## src/hw/rtl/priority_tick_scheduler_semaphores_assert.svh

```systemverilog
// Assertion macros shared by the scheduler RTL.
// Expects clk and rst_n in the scope of each use; no other dependencies.
`ifndef PRIORITY_TICK_SCHEDULER_SEMAPHORES_ASSERT_SVH
`define PRIORITY_TICK_SCHEDULER_SEMAPHORES_ASSERT_SVH

// Same-cycle implication, disabled during reset.
`define PTS_ASSERT_IMP(name, ante, cons) \
    name: assert property (@(posedge clk) disable iff (!rst_n) (ante) |-> (cons)) \
        else $error("scheduler assertion failed");

// Next-cycle implication, disabled during reset.
`define PTS_ASSERT_NXT(name, ante, cons) \
    name: assert property (@(posedge clk) disable iff (!rst_n) (ante) |=> (cons)) \
        else $error("scheduler assertion failed");

`endif

```

## src/hw/rtl/pts_pkg.sv

```systemverilog
// Shared types, codes and constants of the tick-budget scheduler.
// Used by pts_cell, pts_sem and the top level; depends on nothing.
package pts_pkg;

    localparam int TASK_COUNT_DEF = 8;
    localparam int SEM_COUNT_DEF  = 4;
    localparam int RING_DEPTH_DEF = 8;

    localparam int TASK_IDX_W = 3;
    localparam int BUDGET_W   = 8;
    localparam int SLEEP_W    = 16;
    localparam int HZ_W       = 10;
    localparam int SEL_W      = 2;
    localparam int OP_W       = 3;
    localparam int CFG_IDX_W  = 3;
    localparam int CFG_DATA_W = 64;
    localparam int SEM_INIT_W = 4;
    localparam int SEM_CNT_W  = 8;

    // ms*HZ/1000 is computed as ((ms*HZ) >> 3) * SLEEP_RECIP >> SLEEP_SHIFT,
    // exact for every product below 2^26.
    localparam int PROD1_W      = SLEEP_W + HZ_W;
    localparam int PRE_SHIFT    = 3;
    localparam int RECIP_W      = 24;
    localparam int PROD2_W      = PROD1_W - PRE_SHIFT + RECIP_W;
    localparam int SLEEP_SHIFT  = 30;
    localparam logic [RECIP_W-1:0] SLEEP_RECIP = 24'd8589935;

    localparam logic [CFG_IDX_W-1:0] CFG_PRIO     = 3'd0;
    localparam logic [CFG_IDX_W-1:0] CFG_HZ       = 3'd1;
    localparam logic [CFG_IDX_W-1:0] CFG_SEM_BASE = 3'd2;

    localparam logic [CFG_DATA_W-1:0] PRIO_RESET     = 64'h0101_0101_0101_0101;
    localparam logic [HZ_W-1:0]       HZ_RESET       = 10'd100;
    localparam logic [SEM_INIT_W-1:0] SEM_INIT_RESET = 4'd1;

    localparam logic signed [SEM_CNT_W-1:0] SEM_MIN = 8'sh80;
    localparam logic signed [SEM_CNT_W-1:0] SEM_MAX = 8'sh7F;

    typedef logic [TASK_IDX_W-1:0] task_idx_t;

    typedef enum logic [OP_W-1:0] {
        OP_TICK  = 3'd0,
        OP_SCHED = 3'd1,
        OP_SLEEP = 3'd2,
        OP_SEM_P = 3'd3,
        OP_SEM_V = 3'd4
    } op_t;

    typedef enum logic [2:0] {
        CMD_NONE,
        CMD_DEC_BUDGET,
        CMD_LOAD_SLEEP,
        CMD_SET_WAIT,
        CMD_CLR_WAIT,
        CMD_DEC_SLEEP,
        CMD_RELOAD
    } cell_op_t;

    typedef struct packed {
        cell_op_t             op;
        task_idx_t            target;
        logic [SLEEP_W-1:0]   sleep_val;
    } cell_cmd_t;

    // Best candidate so far, rippling one cell per cycle down the chain.
    typedef struct packed {
        logic                 valid;
        logic [BUDGET_W-1:0]  budget;
        task_idx_t            idx;
    } token_t;

    typedef enum logic [1:0] {
        SEM_NONE,
        SEM_P,
        SEM_V
    } sem_op_t;

    typedef struct packed {
        sem_op_t              op;
        logic [SEL_W-1:0]     sel;
        task_idx_t            caller;
    } sem_cmd_t;

    typedef struct packed {
        logic                 p_block;
        logic                 v_wake;
    } sem_stat_t;

endpackage

```

## src/hw/rtl/priority_tick_scheduler_semaphores.sv

```systemverilog
// Top level of the tick-budget task scheduler with counting semaphores.
// Depends on pts_pkg, pts_cell, pts_sem and the assertion macro header.
//
// Usage: the input channel (in_valid/in_stall) carries one command beat
// (op, sleep_ms, sem_select); the output channel (out_valid/out_stall)
// returns exactly one result beat per command: running_task, none_runnable
// and caller_blocked. The config channel (cfg_valid/cfg_ready) writes
// registers by index and is always ready; write it only while idle.
// One command is worked on at a time; in_stall is high from acceptance
// until its result is placed in the output register. A schedule pass, run
// by every clock tick or schedule, walks a token down the chain of task
// cells, one cell per cycle. A pass that must reload budgets walks the
// chain a second time. A sleep first runs the two-step tick conversion
// multiply, a waking V first reads the wait ring, and a P or V that
// schedules nothing skips the pass. The next command is accepted once the
// machine is back in idle. A stalled result holds in the output register
// while the next command is already being worked on; that command waits
// in its finish state until the register is free. Reset clears all task
// state, loads the configured defaults and empties every wait ring.
module priority_tick_scheduler_semaphores #(
    parameter int TASK_COUNT = pts_pkg::TASK_COUNT_DEF,
    parameter int SEM_COUNT  = pts_pkg::SEM_COUNT_DEF,
    parameter int RING_DEPTH = pts_pkg::RING_DEPTH_DEF
) (
    input  logic                           clk,
    input  logic                           rst_n,
    input  logic                           in_valid,
    output logic                           in_stall,
    input  logic [pts_pkg::OP_W-1:0]       op,
    input  logic [pts_pkg::SLEEP_W-1:0]    sleep_ms,
    input  logic [pts_pkg::SEL_W-1:0]      sem_select,
    output logic                           out_valid,
    input  logic                           out_stall,
    output logic [pts_pkg::TASK_IDX_W-1:0] running_task,
    output logic                           none_runnable,
    output logic                           caller_blocked,
    input  logic                           cfg_valid,
    output logic                           cfg_ready,
    input  logic [pts_pkg::CFG_IDX_W-1:0]  cfg_index,
    input  logic [pts_pkg::CFG_DATA_W-1:0] cfg_data
);

    typedef enum logic [3:0] {
        S_IDLE,
        S_EXEC,
        S_MUL,
        S_LOAD_SLEEP,
        S_WAKE,
        S_DEC_SLEEP,
        S_LAUNCH,
        S_SCAN,
        S_RELOAD,
        S_FINISH
    } state_t;

    state_t                           state_reg;
    logic [pts_pkg::CFG_DATA_W-1:0]   prio_reg;
    logic [pts_pkg::HZ_W-1:0]         hz_reg;
    pts_pkg::task_idx_t               current_reg;
    logic [pts_pkg::OP_W-1:0]         op_reg;
    logic [pts_pkg::SLEEP_W-1:0]      ms_reg;
    logic [pts_pkg::SEL_W-1:0]        sel_reg;
    logic                             idle_reg;
    logic                             blocked_reg;
    logic                             reloaded_reg;
    logic [pts_pkg::PROD1_W-1:0]      prod1_reg;
    logic [pts_pkg::PROD2_W-1:0]      prod2_reg;
    logic                             out_valid_reg;
    pts_pkg::task_idx_t               out_task_reg;
    logic                             out_idle_reg;
    logic                             out_blocked_reg;

    logic [pts_pkg::PROD1_W-1:0]      prod1_next;
    logic [pts_pkg::PROD2_W-1:0]      prod2_next;
    logic [pts_pkg::SLEEP_W:0]        quot;
    logic [pts_pkg::SLEEP_W-1:0]      sleep_conv;
    logic                             sem_ok;
    logic                             cfg_we;
    pts_pkg::cell_cmd_t               cell_cmd;
    pts_pkg::sem_cmd_t                sem_cmd;
    pts_pkg::sem_stat_t               sem_stat;
    pts_pkg::task_idx_t               wake_task;
    pts_pkg::token_t                  token_chain [TASK_COUNT+1];
    pts_pkg::token_t                  chain_end;

    assign in_stall       = (state_reg != S_IDLE);
    assign out_valid      = out_valid_reg;
    assign running_task   = out_task_reg;
    assign none_runnable  = out_idle_reg;
    assign caller_blocked = out_blocked_reg;
    assign cfg_ready      = 1'b1;
    assign cfg_we         = cfg_valid && cfg_ready;
    assign sem_ok         = (int'(sel_reg) < SEM_COUNT);
    assign chain_end      = token_chain[TASK_COUNT];

    assign prod1_next  = pts_pkg::PROD1_W'(ms_reg) * pts_pkg::PROD1_W'(hz_reg);
    assign prod2_next  = pts_pkg::PROD2_W'(prod1_reg[pts_pkg::PROD1_W-1:pts_pkg::PRE_SHIFT])
                       * pts_pkg::PROD2_W'(pts_pkg::SLEEP_RECIP);
    assign quot        = prod2_reg[pts_pkg::PROD2_W-1:pts_pkg::SLEEP_SHIFT];
    assign sleep_conv  = quot[pts_pkg::SLEEP_W] ? '1 : quot[pts_pkg::SLEEP_W-1:0];

    always_comb
    begin
        cell_cmd.op        = pts_pkg::CMD_NONE;
        cell_cmd.target    = current_reg;
        cell_cmd.sleep_val = sleep_conv;
        sem_cmd.op         = pts_pkg::SEM_NONE;
        sem_cmd.sel        = sel_reg;
        sem_cmd.caller     = current_reg;
        token_chain[0]     = '0;
        case (state_reg)
            S_EXEC:
            begin
                case (pts_pkg::op_t'(op_reg))
                    pts_pkg::OP_TICK:
                        cell_cmd.op = pts_pkg::CMD_DEC_BUDGET;
                    pts_pkg::OP_SEM_P:
                    begin
                        if (sem_ok)
                        begin
                            sem_cmd.op = pts_pkg::SEM_P;
                            if (sem_stat.p_block)
                                cell_cmd.op = pts_pkg::CMD_SET_WAIT;
                        end
                    end
                    pts_pkg::OP_SEM_V:
                    begin
                        if (sem_ok)
                            sem_cmd.op = pts_pkg::SEM_V;
                    end
                    default:
                    begin
                    end
                endcase
            end
            S_LOAD_SLEEP:
                cell_cmd.op = pts_pkg::CMD_LOAD_SLEEP;
            S_WAKE:
            begin
                cell_cmd.op     = pts_pkg::CMD_CLR_WAIT;
                cell_cmd.target = wake_task;
            end
            S_DEC_SLEEP:
                cell_cmd.op = pts_pkg::CMD_DEC_SLEEP;
            S_LAUNCH:
                token_chain[0].valid = 1'b1;
            S_RELOAD:
                cell_cmd.op = pts_pkg::CMD_RELOAD;
            default:
            begin
            end
        endcase
    end

    for (genvar i = 0; i < TASK_COUNT; i++)
    begin : g_cell
        pts_cell #(
            .CELL_INDEX (pts_pkg::task_idx_t'(i))
        ) u_cell (
            .clk     (clk),
            .rst_n   (rst_n),
            .prio    (prio_reg[pts_pkg::BUDGET_W*i +: pts_pkg::BUDGET_W]),
            .cmd     (cell_cmd),
            .tok_in  (token_chain[i]),
            .tok_out (token_chain[i+1])
        );
    end

    pts_sem #(
        .SEM_COUNT  (SEM_COUNT),
        .RING_DEPTH (RING_DEPTH)
    ) u_sem (
        .clk       (clk),
        .rst_n     (rst_n),
        .cfg_we    (cfg_we),
        .cfg_index (cfg_index),
        .cfg_init  (cfg_data[pts_pkg::SEM_INIT_W-1:0]),
        .cmd       (sem_cmd),
        .stat      (sem_stat),
        .wake_task (wake_task)
    );

    always_ff @(posedge clk or negedge rst_n)
    begin
        if (!rst_n)
        begin
            state_reg     <= S_IDLE;
            prio_reg      <= pts_pkg::PRIO_RESET;
            hz_reg        <= pts_pkg::HZ_RESET;
            current_reg   <= '0;
            idle_reg      <= 1'b0;
            blocked_reg   <= 1'b0;
            reloaded_reg  <= 1'b0;
            out_valid_reg <= 1'b0;
        end
        else
        begin
            if (cfg_we)
            begin
                case (cfg_index)
                    pts_pkg::CFG_PRIO:
                        prio_reg <= cfg_data;
                    pts_pkg::CFG_HZ:
                        hz_reg <= cfg_data[pts_pkg::HZ_W-1:0];
                    default:
                    begin
                    end
                endcase
            end

            // In the finish state the output register is handled below.
            if (out_valid_reg && !out_stall && (state_reg != S_FINISH))
                out_valid_reg <= 1'b0;

            case (state_reg)
                S_IDLE:
                begin
                    if (in_valid)
                    begin
                        op_reg       <= op;
                        ms_reg       <= sleep_ms;
                        sel_reg      <= sem_select;
                        idle_reg     <= 1'b0;
                        blocked_reg  <= 1'b0;
                        reloaded_reg <= 1'b0;
                        state_reg    <= S_EXEC;
                    end
                end
                S_EXEC:
                begin
                    case (pts_pkg::op_t'(op_reg))
                        pts_pkg::OP_TICK, pts_pkg::OP_SCHED:
                            state_reg <= S_DEC_SLEEP;
                        pts_pkg::OP_SLEEP:
                        begin
                            prod1_reg <= prod1_next;
                            state_reg <= S_MUL;
                        end
                        pts_pkg::OP_SEM_P:
                        begin
                            if (sem_ok && sem_stat.p_block)
                            begin
                                blocked_reg <= 1'b1;
                                state_reg   <= S_DEC_SLEEP;
                            end
                            else
                                state_reg <= S_FINISH;
                        end
                        pts_pkg::OP_SEM_V:
                        begin
                            if (sem_ok && sem_stat.v_wake)
                                state_reg <= S_WAKE;
                            else
                                state_reg <= S_FINISH;
                        end
                        default:
                            state_reg <= S_FINISH;
                    endcase
                end
                S_MUL:
                begin
                    prod2_reg <= prod2_next;
                    state_reg <= S_LOAD_SLEEP;
                end
                S_LOAD_SLEEP, S_WAKE:
                    state_reg <= S_DEC_SLEEP;
                S_DEC_SLEEP:
                    state_reg <= S_LAUNCH;
                S_LAUNCH:
                    state_reg <= S_SCAN;
                S_SCAN:
                begin
                    // The token reaches the end of the chain after passing the register of every cell.
                    if (chain_end.valid)
                    begin
                        if (chain_end.budget != '0)
                        begin
                            current_reg <= chain_end.idx;
                            state_reg   <= S_FINISH;
                        end
                        else if (reloaded_reg)
                        begin
                            idle_reg  <= 1'b1;
                            state_reg <= S_FINISH;
                        end
                        else
                            state_reg <= S_RELOAD;
                    end
                end
                S_RELOAD:
                begin
                    reloaded_reg <= 1'b1;
                    state_reg    <= S_LAUNCH;
                end
                S_FINISH:
                begin
                    if (!out_valid_reg || !out_stall)
                    begin
                        out_valid_reg   <= 1'b1;
                        out_task_reg    <= current_reg;
                        out_idle_reg    <= idle_reg;
                        out_blocked_reg <= blocked_reg;
                        state_reg       <= S_IDLE;
                    end
                end
                default:
                    state_reg <= S_IDLE;
            endcase
        end
    end

`include "priority_tick_scheduler_semaphores_assert.svh"

    `PTS_ASSERT_NXT(a_busy_after_accept, in_valid && !in_stall, in_stall)
    `PTS_ASSERT_IMP(a_token_in_scan, chain_end.valid, state_reg == S_SCAN)
    `PTS_ASSERT_IMP(a_single_reload, state_reg == S_RELOAD, !reloaded_reg)
    `PTS_ASSERT_IMP(a_current_range, 1'b1, int'(current_reg) < TASK_COUNT)

endmodule

```

## src/hw/rtl/pts_cell.sv

```systemverilog
// One task cell: budget, sleep count and blocked mark of a single task,
// plus its stage of the max-budget token chain. Depends on pts_pkg.
module pts_cell #(
    parameter pts_pkg::task_idx_t CELL_INDEX = '0
) (
    input  logic                         clk,
    input  logic                         rst_n,
    input  logic [pts_pkg::BUDGET_W-1:0] prio,
    input  pts_pkg::cell_cmd_t           cmd,
    input  pts_pkg::token_t              tok_in,
    output pts_pkg::token_t              tok_out
);

    logic [pts_pkg::BUDGET_W-1:0] budget_reg;
    logic [pts_pkg::SLEEP_W-1:0]  sleep_reg;
    logic                         wait_reg;
    pts_pkg::token_t              tok_reg;
    pts_pkg::token_t              tok_next;
    logic                         runnable;
    logic                         hit;

    assign runnable = !wait_reg && (sleep_reg == '0);
    assign hit      = (cmd.target == CELL_INDEX);
    assign tok_out  = tok_reg;

    // A runnable task with a strictly larger budget takes the token, so the
    // lowest index wins a tie.
    always_comb
    begin
        tok_next = tok_in;
        if (tok_in.valid && runnable && (budget_reg > tok_in.budget))
        begin
            tok_next.budget = budget_reg;
            tok_next.idx    = CELL_INDEX;
        end
    end

    always_ff @(posedge clk or negedge rst_n)
    begin
        if (!rst_n)
        begin
            budget_reg    <= '0;
            sleep_reg     <= '0;
            wait_reg      <= 1'b0;
            tok_reg.valid <= 1'b0;
        end
        else
        begin
            tok_reg <= tok_next;
            case (cmd.op)
                pts_pkg::CMD_DEC_BUDGET:
                begin
                    if (hit && (budget_reg != '0))
                        budget_reg <= budget_reg - 1'b1;
                end
                pts_pkg::CMD_LOAD_SLEEP:
                begin
                    if (hit)
                        sleep_reg <= cmd.sleep_val;
                end
                pts_pkg::CMD_SET_WAIT:
                begin
                    if (hit)
                        wait_reg <= 1'b1;
                end
                pts_pkg::CMD_CLR_WAIT:
                begin
                    if (hit)
                        wait_reg <= 1'b0;
                end
                pts_pkg::CMD_DEC_SLEEP:
                begin
                    if (sleep_reg != '0)
                        sleep_reg <= sleep_reg - 1'b1;
                end
                pts_pkg::CMD_RELOAD:
                begin
                    if (runnable)
                        budget_reg <= prio;
                end
                default:
                begin
                end
            endcase
        end
    end

endmodule

```

## src/hw/rtl/pts_sem.sv

```systemverilog
// Counting semaphores with one wait ring each, held in a single memory.
// Depends on pts_pkg.
module pts_sem #(
    parameter int SEM_COUNT  = pts_pkg::SEM_COUNT_DEF,
    parameter int RING_DEPTH = pts_pkg::RING_DEPTH_DEF
) (
    input  logic                           clk,
    input  logic                           rst_n,
    input  logic                           cfg_we,
    input  logic [pts_pkg::CFG_IDX_W-1:0]  cfg_index,
    input  logic [pts_pkg::SEM_INIT_W-1:0] cfg_init,
    input  pts_pkg::sem_cmd_t              cmd,
    output pts_pkg::sem_stat_t             stat,
    output pts_pkg::task_idx_t             wake_task
);

    localparam int SEM_W        = (SEM_COUNT > 1) ? $clog2(SEM_COUNT) : 1;
    localparam int PTR_W        = $clog2(RING_DEPTH);
    localparam int RING_ENTRIES = SEM_COUNT * RING_DEPTH;
    localparam int ADDR_W       = (RING_ENTRIES > 1) ? $clog2(RING_ENTRIES) : 1;
    localparam logic [pts_pkg::CFG_IDX_W-1:0] CFG_SEM_LAST =
        pts_pkg::CFG_IDX_W'(int'(pts_pkg::CFG_SEM_BASE) + SEM_COUNT - 1);
    localparam logic [PTR_W-1:0] PTR_LAST = PTR_W'(RING_DEPTH - 1);

    logic signed [pts_pkg::SEM_CNT_W-1:0] count_reg [SEM_COUNT];
    logic [PTR_W-1:0]                     head_reg  [SEM_COUNT];
    logic [PTR_W-1:0]                     tail_reg  [SEM_COUNT];
    pts_pkg::task_idx_t                   ring_mem  [RING_ENTRIES];
    pts_pkg::task_idx_t                   wake_reg;

    logic [SEM_W-1:0]                     sel_idx;
    logic signed [pts_pkg::SEM_CNT_W-1:0] cnt;
    logic signed [pts_pkg::SEM_CNT_W-1:0] dec_cnt;
    logic signed [pts_pkg::SEM_CNT_W-1:0] inc_cnt;
    logic [PTR_W-1:0]                     head;
    logic [PTR_W-1:0]                     tail;
    logic [ADDR_W-1:0]                    head_addr;
    logic [ADDR_W-1:0]                    tail_addr;
    logic                                 do_p;
    logic                                 do_v;
    logic                                 cfg_hit;
    logic [pts_pkg::CFG_IDX_W-1:0]        cfg_sem;

    assign sel_idx   = cmd.sel[SEM_W-1:0];
    assign cnt       = count_reg[sel_idx];
    assign head      = head_reg[sel_idx];
    assign tail      = tail_reg[sel_idx];
    assign dec_cnt   = (cnt != pts_pkg::SEM_MIN) ? cnt - 8'sd1 : cnt;
    assign inc_cnt   = (cnt != pts_pkg::SEM_MAX) ? cnt + 8'sd1 : cnt;
    assign head_addr = ADDR_W'(int'(sel_idx) * RING_DEPTH + int'(head));
    assign tail_addr = ADDR_W'(int'(sel_idx) * RING_DEPTH + int'(tail));
    assign do_p      = (cmd.op == pts_pkg::SEM_P);
    assign do_v      = (cmd.op == pts_pkg::SEM_V);
    assign wake_task = wake_reg;

    always_comb
    begin
        stat.p_block = dec_cnt[pts_pkg::SEM_CNT_W-1];
        stat.v_wake  = inc_cnt[pts_pkg::SEM_CNT_W-1] || (inc_cnt == '0);
        cfg_hit      = cfg_we && (cfg_index inside {[pts_pkg::CFG_SEM_BASE : CFG_SEM_LAST]});
        cfg_sem      = cfg_index - pts_pkg::CFG_SEM_BASE;
    end

    always_ff @(posedge clk or negedge rst_n)
    begin
        if (!rst_n)
        begin
            for (int j = 0; j < SEM_COUNT; j++)
            begin
                count_reg[j] <= pts_pkg::SEM_CNT_W'(pts_pkg::SEM_INIT_RESET);
                head_reg[j]  <= '0;
                tail_reg[j]  <= '0;
            end
        end
        else
        begin
            for (int j = 0; j < SEM_COUNT; j++)
            begin
                if (cfg_hit && (int'(cfg_sem) == j))
                begin
                    count_reg[j] <= pts_pkg::SEM_CNT_W'(cfg_init);
                    head_reg[j]  <= '0;
                    tail_reg[j]  <= '0;
                end
                else if (int'(sel_idx) == j)
                begin
                    if (do_p)
                    begin
                        count_reg[j] <= dec_cnt;
                        if (stat.p_block)
                            tail_reg[j] <= (tail == PTR_LAST) ? '0 : tail + 1'b1;
                    end
                    else if (do_v)
                    begin
                        count_reg[j] <= inc_cnt;
                        if (stat.v_wake)
                            head_reg[j] <= (head == PTR_LAST) ? '0 : head + 1'b1;
                    end
                end
            end
        end
    end

    // A full ring simply overwrites its oldest waiter.
    always_ff @(posedge clk)
    begin
        if (do_p && stat.p_block)
            ring_mem[tail_addr] <= cmd.caller;
        if (do_v && stat.v_wake)
            wake_reg <= ring_mem[head_addr];
    end

endmodule

```

## config.mk

```make
export PLATFORM = sky130hd
export DESIGN_NAME = priority_tick_scheduler_semaphores
export DESIGN_NICKNAME = d
export VERILOG_FILES = /design/src/hw/rtl/pts_pkg.sv /design/src/hw/rtl/priority_tick_scheduler_semaphores.sv /design/src/hw/rtl/pts_cell.sv /design/src/hw/rtl/pts_sem.sv
export VERILOG_INCLUDE_DIRS = /design/src /design/src/hw/rtl
export SDC_FILE = /design/constraint.sdc
export NUM_CORES = 2
export LEC_CHECK = 0
export BUFFER_PORTS_ARGS = -buffer_cell sky130_fd_sc_hd__buf_2
export CAP_MARGIN = 30
export CELL_PAD_IN_SITES_DETAIL_PLACEMENT = 1
export CELL_PAD_IN_SITES_GLOBAL_PLACEMENT = 1
export CORE_MARGIN = 2
export CORE_UTILIZATION = 40
export CTS_BUF_LIST = sky130_fd_sc_hd__clkbuf_4 sky130_fd_sc_hd__clkbuf_8
export CTS_CLUSTER_SIZE = 28
export DETAILED_ROUTE_END_ITERATION = 12
export GPL_TIMING_DRIVEN = 0
export PLACE_DENSITY = 0.69
export SLEW_MARGIN = 5
export SYNTH_ARGS = -nofsm -noshare
export SYNTH_HDL_FRONTEND = slang
export SYNTH_SLANG_ARGS = --single-unit
```

## constraint.sdc

```tcl
create_clock -name clk -period 6.3 [get_ports clk]
set_clock_uncertainty 0.2 [all_clocks]
set_input_delay 0.63 -clock clk [delete_from_list [all_inputs] [get_ports clk]]
set_output_delay 0.63 -clock clk [all_outputs]
set_load 0.01 [all_outputs]
```

# Yosys cells after proc, flatten, opt, wreduce, memory -nomap -nowiden

Memory sizes are Yosys's and may differ from the RTL's. A register that Yosys moved wholly into a read port is not among the register bits.
Index checks and enable logic that the tools add are counted.

Memories kept: 1
Memory bits (writable): 96
Word-level logic and storage cells: 534
Input port bits: 93
Register bits: 536
Output and inout bits: 8

Equality and inequality tests: 99
Muxes and demuxes: 154
Add/sub/neg operators: 23
Bitwise logic cells: 1
Magnitude comparators: 11
Multiply operators: 2
Reductions and logical operators: 167

Memories:

| name           | depth | bits a word | read ports | clocked after Yosys merged registers in | wr ports | line          | text |
|---|---|---|---|---|---|---|---|
| u_sem.ring_mem | 32    | 3           | 1          | 1                                       | 1        | pts_sem.sv:28 | `pts_pkg::task_idx_t ring_mem [RING_ENTRIES];` |

Operators by type and width:

| operator                                               | number |
|---|---|
| two-way mux 16 bit                                     | 17 |
| one-hot mux 16 bit (2 select lines)                    | 8 |
| two-way mux 8 bit                                      | 30 |
| logical NOT 16 bit                                     | 8 |
| one-hot mux 8 bit (2 select lines)                     | 8 |
| nonzero test 16 bit                                    | 8 |
| subtractor 16 x 1 -> 16 bit (second input constant)    | 8 |
| inequality test 2 x 1 -> 1 bit (second input constant) | 51 |
| AND reduction 3 bit                                    | 33 |
| two-way mux 3 bit                                      | 28 |
| two-way mux 11 bit                                     | 7 |
| nonzero test 8 bit                                     | 9 |
| subtractor 8 x 1 -> 8 bit (second input constant)      | 8 |
| greater-than comparator 8 bit                          | 7 |
| nonzero test 2 bit                                     | 26 |
| multiplier 23 x 24 -> 47 bit (second input constant)   | 1 |
| logical AND 1 bit                                      | 42 |
| equality test 3 bit (second input constant)            | 12 |
| one-hot mux 4 bit (8 select lines)                     | 1 |
| two-way mux 1 bit                                      | 30 |
| multiplier 16 x 10 -> 26 bit                           | 1 |
| one-hot mux 1 bit (2 select lines)                     | 11 |
| equality test 3 x 2 -> 1 bit (second input constant)   | 7 |
| two-way mux 4 bit                                      | 5 |
| other kinds (38)                                       | 91 |

# Longest topological paths before layout

Depth in word-level cells: 13
Mapped depth: 24
Gate-level depth less buffers: 24

# By module

From an unflattened synthesis, not the netlist that was laid out.

Cell total of the unflattened synthesis: 4275
Area total of the unflattened synthesis: 45058.2 sq um

Modules (own cells, without submodules):

| module                             | cells each | area an instance (sq um) | instances |
|---|---|---|---|
| priority_tick_scheduler_semaphores | 1792       | 18893.1                  | 1 |
| pts_sem                            | 553        | 7380.8                   | 1 |
| pts_cell (g_cell[1].u_cell ...)    | 237        | 2333.5                   | 2 |
| pts_cell (g_cell[5].u_cell ...)    | 237        | 2284.7                   | 2 |
| pts_cell (g_cell[0].u_cell)        | 258        | 2407.3                   | 1 |
| pts_cell (g_cell[3].u_cell)        | 240        | 2401.1                   | 1 |
| pts_cell (g_cell[7].u_cell)        | 237        | 2377.3                   | 1 |
| pts_cell (g_cell[4].u_cell)        | 247        | 2362.3                   | 1 |

# Least setup slack after synthesis

No wires, ideal clock.

Path type: reg2reg
From: register prod1_reg[23] (netlist bit)
To: register prod2_reg[46] (netlist bit) (data pin)
Stages on the path, launching flop included: 21
Path buffers: 0
Data required time: 5.839 ns
Setup slack: -0.089 ns
Arrival: 5.928 ns
Period minus slack after synthesis: 6.389 ns
Cell sequence: edfxtp_1 -> fa_1 -> inv_1 -> fa_1 -> inv_1 -> fa_1 -> fa_1 -> fa_1 -> inv_1 -> fa_1 -> inv_1 -> fa_1 -> ha_1 -> o21a_1 -> o21a_1 -> o21a_1 -> o211ai_1 -> a22oi_1 -> a21oi_1 -> o31ai_1 -> a221o_1

Word-level cells in the longest chain between the ends: 1

Ends and longest elaborated chain:

| element                      | line                                      | text |
|---|---|---|
| from (decl)                  | priority_tick_scheduler_semaphores.sv:66  | `logic [pts_pkg::PROD1_W-1:0] prod1_reg;` |
| from (signal assigned)       | priority_tick_scheduler_semaphores.sv:236 | `prod1_reg <= prod1_next;` |
| multiplier 23 x 24 -> 47 bit | priority_tick_scheduler_semaphores.sv:98  | `* pts_pkg::PROD2_W'(pts_pkg::SLEEP_RECIP);` |
| via prod2_next (one bit)     | priority_tick_scheduler_semaphores.sv:74  | `logic [pts_pkg::PROD2_W-1:0] prod2_next;` |
| to (signal assigned)         | priority_tick_scheduler_semaphores.sv:262 | `prod2_reg <= prod2_next;` |
| to (decl)                    | priority_tick_scheduler_semaphores.sv:67  | `logic [pts_pkg::PROD2_W-1:0] prod2_reg;` |

The timed path passes the listed nets, and every way through them passes these cells.
A chain may end at the register's enable or synchronous reset.

# Worst setup path in the final report

From: register prod1_reg[23] (netlist bit)
To: register prod2_reg[36] (netlist bit) (data pin)

The elaborated chain is that of the path after synthesis.

==> flow_summary.json <==
{
  "status": "finished, violations left",
  "failed_checks": "setup timing",
  "slew_headroom": 0.2920,
  "top_usage_layer": "met2",
  "synthArstFlopShare": 0.5866,
  "finalMaxSlewViolations": 0,
  "synth_nets": 4933,
  "switchingPower_w": 0.01332,
  "grt_pass1_wl_um": 212700,
  "synth_top_flop_cell": "dfrtp_1",
  "place_area_sq_um": 45620,
  "yosys_warnings": 0,
  "wl_per_cell_um": 22.46,
  "grt_max_degree": 109,
  "postLayoutCellArea_sq_um": 49710,
  "worst_pin_slew_ns": 1.051,
  "critPathKind": "flop to flop",
  "power.density_nw_per_um2": 570.6,
  "met2_usage": 0.4238,
  "rows": 120,
  "htree_levels": 3,
  "nNetsFinal": 5303,
  "p_leak_nw": 22.26,
  "wirelength_um": 136000,
  "fin_tns_setup_ns": -3.820,
  "viasPerCell": 5.568,
  "p_clk_frac": 0.141,
  "area_growth_pct": 15.92,
  "drc_errors": 0,
  "avgSynthCellArea_sq_um": 10.24,
  "hold_class": "input pin to async pin",
  "ff2ff_setup_slack_ns": -0.36,
  "synth_top_area_share": 0.1949,
  "hold_viol_final": 0,
  "intPower_w": 0.01504,
  "post-route-worst-setup-slack_ns": -0.3639,
  "tritoncts": "done",
  "largest_reg_flops": 128,
  "ys_types": 89,
  "grt_pass1_vias": 36340,
  "cp.arrival_ns": 6.98,
  "ys_seq_area_frac": 0.3764,
  "antenna_found_initial": 11,
  "finalCriticalPeriod_ns": 6.664,
  "antenna_left": 0,
  "vias": 33710,
  "die-area_sq_um": 109800,
  "core_area_sq_um": 106800,
  "cts_sinks": 595,
  "end_kind": "flop",
  "use_met3": 0.03151,
  "r2r_cells": 21,
  "grt_usage": 0.2468,
  "setup_viol_count_final": 17,
  "clk_latency_ns": 0.80,
  "worstReg2RegStart": "prod1_reg[23]",
  "crit_path_start_kind": "flop",
  "numCtsBuffers": 102,
  "cp.required_ns": 6.61,
  "cp_max_fo": 4,
  "io_buffers": 99,
  "rsz0062_at_grt": "true",
  "hpwl_um": 101300,
  "ios": 101,
  "seqPwrFrac": 0.219,
  "use_met1": 0.3223,
  "synth_cells": 4188,
  "path_clk_slew_ns": 0.06,
  "vdd_drop_max_mv": 0.6694,
  "utilization": 0.4656,
  "switching_share": 0.4696,
  "drive_above_1_share": 0.1506,
  "die_h_um": 331.4,
  "gp_congestion": 0.8743,
  "fmax_mhz": 150.1,
  "root_buffer": "clkbuf_8",
  "grt_overflow": 0,
  "yosysTopAreaCell": "dfrtp_1",
  "r2r_end": "prod2_reg[36]",
  "synthTopCellsByArea": "dfrtp_1, edfxtp_1, fa_1",
  "synth_commonest_cells": "inv_1, ha_1, o21ai_0",
  "cap_violations": 0,
  "ys_seq_elements": 595,
  "synth_area_sq_um": 42880,
  "clock_path_buffers": 3,
  "die_x_um": 331.4,
  "synth.most_common_cell": "inv_1",
  "fin_crit_sh": 1.058,
  "drt_iter0_markers": 1973,
  "dr.pass1.iters": 5,
  "synth_edf_count": 246,
  "initial_core_util": 0.4017,
  "comb_power_share": 0.639
}
timing repair:
item                                    4_1_cts  5_1_grt
buffers inserted                             49        8
pin swaps                                    27       21
endpoints found under the hold margin       157        0
gates resized for setup                      78       38
endpoints found under the setup margin       27       22
hold buffers                                 87        0
worst max-delay path, cell delays in order, from the launching register on:
cell and delay [ns]:
edfxtp_1 0.48, fa_2 0.60, inv_2 0.05, fa_1 0.56, inv_2 0.06, fa_1 0.53
fa_2 0.47, fa_1 0.51, inv_2 0.04, fa_1 0.50, inv_2 0.05, fa_2 0.57
ha_4 0.22, o21a_1 0.19, o21a_1 0.17, o21a_1 0.17, o211ai_1 0.23, a22oi_2 0.17
buf_4 0.18, a41oi_4 0.22, nor2_2 0.09, xor2_2 0.18
metal layers:
metal / vias up / part of all wire
met5: - / 0.00028
met4: 6 / 0.034
met3: 251 / 0.043
met2: 756 / 0.49
met1: 17283 / 0.43
li1: 15414 / -
power by group through the flow:
stage                     clock, W  combinational (W)  sequential (W)
final                      0.00401             0.0181         0.00622
after global routing       0.00427             0.0202         0.00633
after CTS                  0.00409             0.0174         0.00620
after detailed placement         0             0.0161         0.00625
after global placement           0             0.0154         0.00631
after floorplan                  0             0.0110         0.00596
metrics by stage:
stage	setup slack, ns	hold WS [ns]	total power [W]	instances
after floorplan	0.001355	0.1344	0.01699	4188
after global placement	-6.686	0.1669	0.02172	5690
after detailed placement	-1.154	0.1653	0.02231	5723
after CTS	-0.3248	0.1131	0.02767	6043
after global routing	-0.5178	0.1565	0.03076	6052
final	-0.3639	0.1637	0.02836	6054
final cells by class:
cell class | instances | area [sq um]
inverters | 509 | 1911
flip-flops and latches | 595 | 16140
clock buffers | 154 | 1907
fillers | 11885 | 57040
plain buffers | 145 | 623.1
clock inverters | 39 | 414.1
multi-input cells | 2927 | 24670
well taps | 1403 | 1755
diodes | 4 | 10.01
repair buffers | 278 | 2268
how the worst max path moves through the flow:
stage / from / endpoint / slack [ns] / cells past startpoint
6_report: prod1_reg[23] / prod2_reg[36] / -0.36 / 21
5_1_grt: prod1_reg[24] / prod2_reg[36] / -0.52 / 22
4_1_cts: prod1_reg[23] / prod2_reg[46] / -0.32 / 20
3_5_place_dp: hz_reg[2] / prod1_reg[24] / -1.15 / 17
3_3_place_gp: rst_n / prod2_reg[34] / -6.69 / 3
2_1_floorplan: prod1_reg[25] / prod2_reg[46] / 0.001 / 20
logic make-up (layout without fill, tap and decap cells):
logic type,count (synthesis),count (layout),synth area share
AO/OA/AOI/OAI,946,946,0.1314
multiplexers,214,214,0.06521
buffers and inverters,666,1125,0.05946
AND/OR/NAND/NOR,1076,1076,0.1231
other,1,5,0.00008745
flip-flops,595,595,0.3764
adder cells (fa/ha/maj),652,652,0.2366
XOR/XNOR,38,38,0.007761
cells in the final DEF, fill, tap and decap left out, types with 42 or more instances in the layout:
| cell | instances |
|---|---|
| dlygate4sd3_1 | 87 |
| buf_4 | 68 |
| nor2_1 | 274 |
| nor3_1 | 94 |
| clkbuf_1 | 109 |
| fa_1 | 260 |
| dfrtp_1 | 330 |
| nand2_1 | 302 |
| o21ai_0 | 372 |
| a21o_1 | 57 |
| nand3_1 | 42 |
| ha_1 | 379 |
| clkbuf_8 | 121 |
| a31oi_1 | 75 |
| buf_2 | 115 |
| edfxtp_1 | 246 |
| mux2_2 | 113 |
| a21oi_1 | 229 |
| mux2i_1 | 60 |
| inv_1 | 497 |
| and2_1 | 100 |
Power figures use the tool's default switching activity.
